--- src/hw/rtl/gkrs_pkg.sv ---
// Shared types, constants and the exp2 table for the Gaussian kernel row-sum block.
package gkrs_pkg;

    localparam int DIST_W = 37;    // up to 31 squared Q8.8 differences
    localparam int SUM_W  = 27;    // up to 2047 terms of at most 1.0 in Q16.16
    localparam int FSUM_W = 48;    // sum after normalisation
    localparam int CNT_W  = 11;
    localparam int NA_W   = 5;
    localparam int DIV_W  = 48;

    localparam logic [31:0] LOG2E_Q16 = 32'd94548;
    localparam logic [31:0] ONE_Q16   = 32'h0001_0000;
    localparam logic [53:0] T_CUTOFF  = 54'h00_0000_0018_0000;

    localparam logic FUNC_WRITE = 1'b0;
    localparam logic FUNC_QUERY = 1'b1;

    // round(65536 * 2^(-k/32))
    localparam logic [16:0] EXP2_TAB [0:32] = '{
        17'd65536, 17'd64132, 17'd62757, 17'd61413, 17'd60097, 17'd58809, 17'd57549,
        17'd56316, 17'd55109, 17'd53928, 17'd52773, 17'd51642, 17'd50535, 17'd49452,
        17'd48393, 17'd47356, 17'd46341, 17'd45348, 17'd44376, 17'd43425, 17'd42495,
        17'd41584, 17'd40693, 17'd39821, 17'd38968, 17'd38133, 17'd37316, 17'd36516,
        17'd35734, 17'd34968, 17'd34219, 17'd33486, 17'd32768
    };

    typedef enum logic [2:0] {
        CFG_SAMPLE_COUNT = 3'd0,
        CFG_ATTRIB_COUNT = 3'd1,
        CFG_INV_TWO_SIG  = 3'd2,
        CFG_INV_NORM     = 3'd3,
        CFG_NORMED       = 3'd4
    } cfg_idx_t;

    typedef struct packed {
        logic samp_we;
        logic flag_we;
        logic flag_wval;
    } st_ctrl_t;

    typedef struct packed {
        logic busy;
        logic done;
    } div_stat_t;

endpackage

--- src/hw/rtl/gkrs_mul.sv ---
// Shared 32x32 unsigned multiplier with registered product.
module gkrs_mul
    import gkrs_pkg::*;
(
    input  logic        clk,
    input  logic [31:0] a,
    input  logic [31:0] b,
    output logic [63:0] p
);

    logic [63:0] p_reg;

    always_ff @(posedge clk)
    begin
        p_reg <= 64'(a) * 64'(b);
    end

    assign p = p_reg;

endmodule

--- config.mk ---
export PLATFORM = sky130hd
export DESIGN_NAME = gkrs_mul
export DESIGN_NICKNAME = d
export VERILOG_FILES = /design/src/hw/rtl/gkrs_pkg.sv /design/src/hw/rtl/gkrs_mul.sv
export SDC_FILE = /design/constraint.sdc
export NUM_CORES = 2
export LEC_CHECK = 0
export BUFFER_PORTS_ARGS = -buffer_cell sky130_fd_sc_hd__clkbuf_2
export CAP_MARGIN = 0
export CORE_MARGIN = 3
export CORE_UTILIZATION = 55
export CTS_BUF_LIST = sky130_fd_sc_hd__clkbuf_8
export DETAILED_ROUTE_END_ITERATION = 8
export GPL_TIMING_DRIVEN = 0
export PLACE_DENSITY = 0.75
export REMOVE_ABC_BUFFERS = 1
export SYNTH_ARGS = -nofsm -noshare
export SYNTH_HDL_FRONTEND = slang
export SYNTH_SLANG_ARGS = --single-unit
--- constraint.sdc ---
create_clock -name clk -period 15 [get_ports clk]
set_clock_uncertainty 0.2 [all_clocks]
set_input_delay 0.75 -clock clk [delete_from_list [all_inputs] [get_ports clk]]
set_output_delay 0.75 -clock clk [all_outputs]
set_load 0.05 [all_outputs]
==> reports/results.ini <==
[status]
status = finished, final reports clean

[cts]
cts_root_buffer = clkbuf_8
cts_tree = done
hold_buffers = 0
cts_buffers = 9
cts_setup_buffers = 0
clk_pin_slew_worst_paths_ns = 0.07
h-tree-depth = 3
clockBufferDepth = 2
ctsResizeCount = 0
numClockSinks = 64

[setup_path]
cpMaxStageDelayCell = clkbuf_2
critPathCaptureType = flop
path_cells = clkbuf_2, and2_1, fa_1, inv_1, fa_1, inv_1, fa_1, inv_1, fa_1, inv_1, fa_1, fa_1, fa_1, fa_1, ha_1, nand4_1, or4_1, or3_1, a31oi_1, a31o_2, a211oi_1, o21ai_1, xor2_1
cpMostUsedCell = fa_1
arrival_ns = 8.87
critical-path-top-delay-family = adder cells
crit_fanout = 32
start_kind = primary input
cp.required_ns = 15.11
crit_type = primary input to flop
critical-path-max-stage-delay_ns = 0.59
path_buf_inv = 5

[layout]
drive_above_1_share_pct = 4.36
fin_area_um2 = 35700
final_common_cell = fa_1
nNetsFinal = 4891
fill_cells = 5405
most-common-layout-cells = fa_1, inv_1, and2_1
syn2layout_area_growth_pct = 3.01
largest_reg_flops = 64

[global_route]
antenna_found_initial = 2
grt_pass1_vias = 27600
grt_pass1_wl_mm = 146
grtUsageTotal_pct = 28.2
overflow = 0
grt_max_degree = 33

[synthesis]
synth_edf_count = 0
yosysTopAreaCell = fa_1
avgSynthCellArea_um2 = 9.25
ys_ff_latch = 64
synth_top_area_share_pct = 51.7
synth_area_um2 = 34700
synth_area_leaders = fa_1, and2_1, ha_1
yosysSeqAreaShare_pct = 3.69
ys_async_sr_fraction_pct = 0
synth.distinct_cells = 57
yosysWarningCount = 0
synth-main-ff-cell = dfxtp_1
netlist_instances = 3748

[timing]
maxSlewHeadroom_pct = 26.7
setup_viol = 0
hold_violations = 0
fin_crit_ns = 8.76
worst_pin_slew_ns = 1.10
worst_hold_slack_ns = 1.03
timing.final.ws_setup_ns = 6.24
finalMaxSlewViolations = 0
setup_tns_ns = 0
final.period_utilization_pct = 58.4
rsz0062_at_grt = false
fmax_mhz = 114

[die]
ioPinCount = 129
core_area_um2 = 62100
die_area_um2 = 66100
start_util_pct = 55.9
die_h_um = 257
rows = 91
fp.dieW_um = 257

[detailed_routing]
wl_mm = 87.9
ant_nets = 0
vias = 24900
post_drt_via_cell_ratio = 5.51
drc_errors = 0
drt_iter0_markers = 1534
drt_pass1_iterations = 7
drt-wirelength-per-cell_um = 19.5

[place]
dpl_cell_area_um2 = 35500
place.detailed.hpwl_mm = 67.8
preCtsSetupSlack_ns = 5.94
gp_congestion = 0.932
placement.io_buffers = 128

[hold_path]
worst_hold_path.endpoint = p[0]
worst_hold_path_type = primary input to flop
hold_depth = 2
hold_path_startpoint = a[0]

[flow_run]
maxCapViolations = 0

==> through the flow <==
step / cells / util (%)
floorplan: 3528 / -
global placement: 4493 / 57.3
detailed placement: 4493 / 57.3
CTS: 4509 / 57.6
global route: 4510 / 57.6
finish: 4510 / 57.6
==> final cells by class <==
class	instances	area [um2]	share of cell area, %
timing repair buffer	128	641	1.79
inverter	865	3250	9.09
tap	837	1050	2.93
clock inverter	7	63.8	0.179
clock buffer	9	124	0.347
sequential	64	1280	3.59
antenna	1	2.50	0.00701
multi-input combinational	2599	29300	82.1
==> kinds of logic after synthesis <==
logic type	after synthesis	share of synthesized area (%)
fa+ha+maj	1159	61.2
compound gates	202	4.15
buf+inv	1085	11.8
mux	1	0.0289
xor+xnor	60	1.52
flops	64	3.69
simple gates	1177	17.6
==> routing by layer <==
metal  part of all wire [%]  global-route usage (%)
met1                     40                    37.2
met2                     49                    48.2
met3                    8.1                    4.83
met4                    3.3                    8.30
met5                      0                       0
==> worst max path at each step <==
stage / from / end / slack, ns / depth (start not counted)
after floorplan: a[26] / p[62] / 7.58 / 22
after global placement: a[10] / p[62] / 5.92 / 23
after detailed placement: a[10] / p[62] / 5.94 / 23
after CTS: a[10] / p[62] / 6.33 / 23
after global routing: a[26] / p[62] / 5.94 / 23
final: a[10] / p[62] / 6.24 / 23
==> cell usage after synthesis, types with 3 or more instances <==
master and number:
nand4_1 23, nor3_1 7, o21a_1 9, o31ai_4 3
inv_1 865, nand2_1 480, dfxtp_1 64, and3_1 14
or2_2 3, ha_1 263, buf_2 6, clkbuf_1 213
a31oi_1 12, xnor2_1 35, o21bai_1 10, a211oi_1 3
o21ai_0 21, o221ai_1 3, a221o_1 4, and2_1 602
a21oi_2 3, nand3_1 10, a21boi_1 3, a221oi_4 3
fa_1 896, xor2_1 25, a21oi_1 63, and4_1 3
or3_1 3, or4_1 3, a21o_1 40, o21ai_1 5
nor2_1 20
Power is not shown: default switching activity piles up to over one toggle a cycle in this logic, so the estimate is an artifact.
