==> config.mk <==
export PLATFORM = sky130hd
export DESIGN_NAME = gkrs_div
export DESIGN_NICKNAME = d
export VERILOG_FILES = /design/src/hw/rtl/gkrs_pkg.sv /design/src/hw/rtl/gkrs_div.sv
export SDC_FILE = /design/constraint.sdc
export NUM_CORES = 1
export LEC_CHECK = 0
export ABC_AREA = 1
export BUFFER_PORTS_ARGS = -buffer_cell sky130_fd_sc_hd__buf_2
export CORE_MARGIN = 2
export CORE_UTILIZATION = 55
export CTS_CLUSTER_SIZE = 16
export DETAILED_ROUTE_END_ITERATION = 12
export GPL_ROUTABILITY_DRIVEN = 0
export GPL_TIMING_DRIVEN = 0
export PLACE_DENSITY = 0.84
export SLEW_MARGIN = 20
export SYNTH_ARGS = -nofsm -noshare
export SYNTH_HDL_FRONTEND = slang
export SYNTH_SLANG_ARGS = --single-unit
==> constraint.sdc <==
create_clock -name clk -period 4.96 [get_ports clk]
set_input_delay 1.488 -clock clk [delete_from_list [all_inputs] [get_ports clk]]
set_output_delay 1.488 -clock clk [all_outputs]
set_load 0.03 [all_outputs]
==> src/hw/rtl/gkrs_pkg.sv <==
// Shared types, constants and the exp2 table for the Gaussian kernel row-sum block.
package gkrs_pkg;

    localparam int DIST_W = 37;    // up to 31 squared Q8.8 differences
    localparam int SUM_W  = 27;    // up to 2047 terms of at most 1.0 in Q16.16
    localparam int FSUM_W = 48;    // sum after normalisation
    localparam int CNT_W  = 11;
    localparam int NA_W   = 5;
    localparam int DIV_W  = 48;

    localparam logic [31:0] LOG2E_Q16 = 32'd94548;
    localparam logic [31:0] ONE_Q16   = 32'h0001_0000;
    localparam logic [53:0] T_CUTOFF  = 54'h00_0000_0018_0000;

    localparam logic FUNC_WRITE = 1'b0;
    localparam logic FUNC_QUERY = 1'b1;

    // round(65536 * 2^(-k/32))
    localparam logic [16:0] EXP2_TAB [0:32] = '{
        17'd65536, 17'd64132, 17'd62757, 17'd61413, 17'd60097, 17'd58809, 17'd57549,
        17'd56316, 17'd55109, 17'd53928, 17'd52773, 17'd51642, 17'd50535, 17'd49452,
        17'd48393, 17'd47356, 17'd46341, 17'd45348, 17'd44376, 17'd43425, 17'd42495,
        17'd41584, 17'd40693, 17'd39821, 17'd38968, 17'd38133, 17'd37316, 17'd36516,
        17'd35734, 17'd34968, 17'd34219, 17'd33486, 17'd32768
    };

    typedef enum logic [2:0] {
        CFG_SAMPLE_COUNT = 3'd0,
        CFG_ATTRIB_COUNT = 3'd1,
        CFG_INV_TWO_SIG  = 3'd2,
        CFG_INV_NORM     = 3'd3,
        CFG_NORMED       = 3'd4
    } cfg_idx_t;

    typedef struct packed {
        logic samp_we;
        logic flag_we;
        logic flag_wval;
    } st_ctrl_t;

    typedef struct packed {
        logic busy;
        logic done;
    } div_stat_t;

endpackage

==> src/hw/rtl/gkrs_div.sv <==
// Restoring divider, one quotient bit per cycle.
module gkrs_div
    import gkrs_pkg::*;
(
    input  logic               clk,
    input  logic               rst_n,
    input  logic               start,
    input  logic [DIV_W-1:0]   dividend,
    input  logic [CNT_W-1:0]   divisor,
    output div_stat_t          stat,
    output logic [DIV_W-1:0]   quotient
);

    localparam int STEP_W = $clog2(DIV_W + 1);

    logic [CNT_W-1:0]  rem_reg, rem_next;
    logic [DIV_W-1:0]  quo_reg, quo_next;
    logic [CNT_W-1:0]  dsr_reg, dsr_next;
    logic [STEP_W-1:0] step_reg, step_next;
    logic              busy_reg, busy_next;
    logic              done_reg, done_next;
    logic [CNT_W:0]    shifted;

    always_comb
    begin
        rem_next  = rem_reg;
        quo_next  = quo_reg;
        dsr_next  = dsr_reg;
        step_next = step_reg;
        busy_next = busy_reg;
        done_next = 1'b0;
        shifted   = {rem_reg, quo_reg[DIV_W-1]};
        if (start)
        begin
            rem_next  = '0;
            quo_next  = dividend;
            dsr_next  = divisor;
            step_next = '0;
            busy_next = 1'b1;
        end
        else if (busy_reg)
        begin
            if (shifted >= {1'b0, dsr_reg})
            begin
                rem_next = CNT_W'(shifted - {1'b0, dsr_reg});
                quo_next = {quo_reg[DIV_W-2:0], 1'b1};
            end
            else
            begin
                rem_next = CNT_W'(shifted);
                quo_next = {quo_reg[DIV_W-2:0], 1'b0};
            end
            step_next = step_reg + 1'b1;
            if (step_reg == STEP_W'(DIV_W - 1))
            begin
                busy_next = 1'b0;
                done_next = 1'b1;
            end
        end
    end

    always_ff @(posedge clk or negedge rst_n)
    begin
        if (!rst_n)
        begin
            busy_reg <= 1'b0;
            done_reg <= 1'b0;
            step_reg <= '0;
        end
        else
        begin
            busy_reg <= busy_next;
            done_reg <= done_next;
            step_reg <= step_next;
        end
    end

    always_ff @(posedge clk)
    begin
        rem_reg <= rem_next;
        quo_reg <= quo_next;
        dsr_reg <= dsr_next;
    end

    assign stat.busy = busy_reg;
    assign stat.done = done_reg;
    assign quotient  = quo_reg;

endmodule

==> run summary <==
The flow ran to the end, and the final reports show no timing, DRC or antenna violations. Summed over all layers, the routed wires come to 9.29 mm. Of all nets on the critical path, the largest fanout is 25. The slowest stage of the critical path belongs to the cell sky130_fd_sc_hd__clkbuf_1. The portion of the clock cycle consumed by the worst path in the final layout works out to 0.647.

The worst setup path is captured at a flop. Count of instances resized after the clock tree is built: 0. The wire length of the first global-routing pass was 15.3 mm. Final setup skew: 0.00818 ns.

In this run the standard cell core region covers 6910 sq um. The register with the most flip-flops in the layout has 48 of them. For the largest net degree at the start of global routing, the log shows 26. During placement, the flow inserted port buffers numbering 111. The floorplan step defined a die boundary enclosing 7920 sq um.

The number of hold buffers added after CTS came out at 0. Unique cell type count in the Yosys netlist: 30. The tools report the number of global-route vias before repair as 3,391. The tools report the gate count of the mapped netlist as 473. The final hold violation count was 0. The floorplan step set the die width to 89 um. For the worst setup path, the data arrival time is 3.30 ns. The initial antenna violation count is 0. The number of max-slew violations in the final report was 0. The count of vias placed by the detailed router was 3,495; the share of post-route cells with drive strength above 1 was 0.245.

The tools report the synthesized net count as 548. The clock root buffer was sky130_fd_sc_hd__clkbuf_8. The final antenna diode count is 0, and the starting DRC count in detailed routing is 236.

The number of setup buffers added after CTS is 0. Dividing total power by cell area gives a power density of 433 nW/um^2. Remaining antenna violation count: 0.

The tools report the netlist area before placement as 3970 sq um. The class of the worst hold path is reg2reg. HPWL after detailed placement: 6.94 mm. The share of synthesized area occupied by flip-flops and latches was 0.552; the peak supply drop was 212 uV.

The largest incremental delay on the critical path was 0.47 ns. For the finished layout, the period the worst path requires is 3.21 ns. By instance count, the cell type seen most on the critical path is sky130_fd_sc_hd__buf_2. The clock edge transition at the registers on the reported setup and hold paths works out to 0.08 ns. The initial cell density of the core is 0.575, and the worst hold margin is 0.479 ns.

Setup repair after global routing left no endpoint under its margin. The area added between synthesis and finish is 22.4%, and the count of warnings emitted by yosys is 0. After synthesis the netlist holds a flip-flop and latch count of 78.

A synthesized cell averages 8.40 sq um. In this run, synthesis inferred 59 flip-flops with an integrated enable. Leaving out fill and tap cells, the most frequent cells in the layout are sky130_fd_sc_hd__nand2_1, sky130_fd_sc_hd__buf_2, sky130_fd_sc_hd__edfxtp_1, sky130_fd_sc_hd__inv_1, sky130_fd_sc_hd__nand3_1.

The run gives 5 as the first-pass detailed-route iteration total. Traced cell by cell, the critical path runs through buf_2, buf_2, nor2_1, clkbuf_1, inv_2, buf_16. The combined global-route utilization of all metal layers was 0.250; the global route total overflow was 0. The number of setup violations in the final report is 0. For the clock latency reported for the late side of the worst-skew pair, the log shows 0.34 ns. The run gives 0 as the residual DRC count.

The final net count came out at 671. The reported leakage power was 2.56 nW. STA classifies the critical path startpoint as an input port. Max-cap violations in this run came to 0. In the final routed layout, each cell accounts on average for 13.3 um.

Average vias per placed instance: 5.01. The type of the worst setup path was in2reg. Number of levels in the clock H-tree: 3. The floorplan step set the die height to 89 um. Derived from the worst setup path, the maximum achievable clock frequency is 311 MHz.

The async set-reset flop share out of synthesis was 0.103. TritonCTS built the clock tree. The critical path data required time was 5.05 ns; the row count was 30.

The number of buffers and inverters on the critical path is 5. The headroom to the max-slew limit was 0.627. The transition time at the pin with the least slew margin works out to 0.559 ns. In this design, the largest share of critical-path delay is due to buffers and inverters.

The dominant synthesized flop cell is sky130_fd_sc_hd__edfxtp_1. For this design the top-level I/O count stands at 112. Clock tree synthesis found a total of 78 sinks. Number of buffers added by the clock tree synthesis step: 9. For the number of buffers between clock root and the deepest sink, the log shows 2. Adding up every negative setup slack in the final design gives 0 ns. Commonest non-fill, non-tap cell in the layout: sky130_fd_sc_hd__nand2_1.
-- power by group --
part           leakage (nW)  internal, mW  switching (mW)
Sequential            0.831         0.799          0.0592
Clock                0.0941         0.231           0.233
Combinational          1.64         0.288           0.494
Total                  2.56          1.32           0.786
-- final timing paths --
path	start	endpoint	slack, ns	cells past startpoint
min in group asynchronous	rst_n	done_reg	0.97	1
max in group asynchronous	rst_n	step_reg[4]	3.82	1
worst max-delay path	start	quotient[5]	1.75	6
worst max register to register	quotient[47]	rem_reg[6]	2.75	12
worst min-delay path	rem_reg[7]	rem_reg[7]	0.48	2
worst min register to register	rem_reg[7]	rem_reg[7]	0.48	2
-- worst register-to-register path, delay by kind of cell, from the launching register on --
| family | cells | cell delay (ns) |
|---|---|---|
| buffers and inverters | 3 | 0.35 |
| and+or+nand+nor | 7 | 0.73 |
| adders and majority gates | 2 | 0.64 |
| DFF | 1 | 0.38 |
-- Yosys cell counts, types with 2 or more instances --
library cell               number  area (sq um)
sky130_fd_sc_hd__inv_1         47           176
sky130_fd_sc_hd__buf_4          2          15.0
sky130_fd_sc_hd__o21ai_0        3          15.0
sky130_fd_sc_hd__clkbuf_1       9          33.8
sky130_fd_sc_hd__nor2_1        19          71.3
sky130_fd_sc_hd__a21oi_1        6          30.0
sky130_fd_sc_hd__nor3_1         2          10.0
sky130_fd_sc_hd__nand2_2        3          18.8
sky130_fd_sc_hd__buf_2          5          25.0
sky130_fd_sc_hd__nand3_1       30           150
sky130_fd_sc_hd__buf_6          2          22.5
sky130_fd_sc_hd__nand2_1      225           845
sky130_fd_sc_hd__dfrtp_1        8           200
sky130_fd_sc_hd__nand4_1       14          87.6
sky130_fd_sc_hd__dfxtp_1       11           220
sky130_fd_sc_hd__xnor2_1        2          17.5
sky130_fd_sc_hd__ha_1          12           150
sky130_fd_sc_hd__edfxtp_1      59          1770
sky130_fd_sc_hd__inv_2          3          11.3
-- layout make-up --
class	instances	area [sq um]
Buffer	19	100
Clock buffer	10	128
Clock inverter	6	60.1
Fill cell	585	2040
Inverter	50	188
Multi-Input combinational cell	326	1490
Sequential cell	78	2190
Tap cell	96	120
Timing Repair Buffer	112	583
-- routing by layer --
metal | global-route usage | wire length, um | vias up
met1 | 0.332 | 3980 | 1569
li1 | - | - | 1760
met4 | 0.100 | 203 | 0
met3 | 0.0619 | 708 | 20
met2 | 0.398 | 4400 | 146
met5 | 0 | 0 | -
-- through the flow --
stage / instance area, sq um / total power [mW] / utilization / setup WS (ns) / instances
2_1_floorplan: 3970 / 1.45 / - / 1.70 / 473
3_3_place_gp: 4650 / 1.61 / 0.673 / 0.757 / 680
3_5_place_dp: 4680 / 1.64 / 0.677 / 1.38 / 681
4_1_cts: 4860 / 2.11 / 0.704 / 1.75 / 697
5_1_grt: 4860 / 2.24 / 0.704 / 1.60 / 697
6_report: 4860 / 2.10 / 0.704 / 1.75 / 697
-- cell families after synthesis --
family                     synth area share
AOI/OAI and AO/OA                    0.0157
xor gates and xnor gates            0.00661
adders and majority gates            0.0428
buffers and inverters                0.0724
DFF                                   0.552
and+or+nand+nor                       0.311
(Power assumes the default switching activity.)
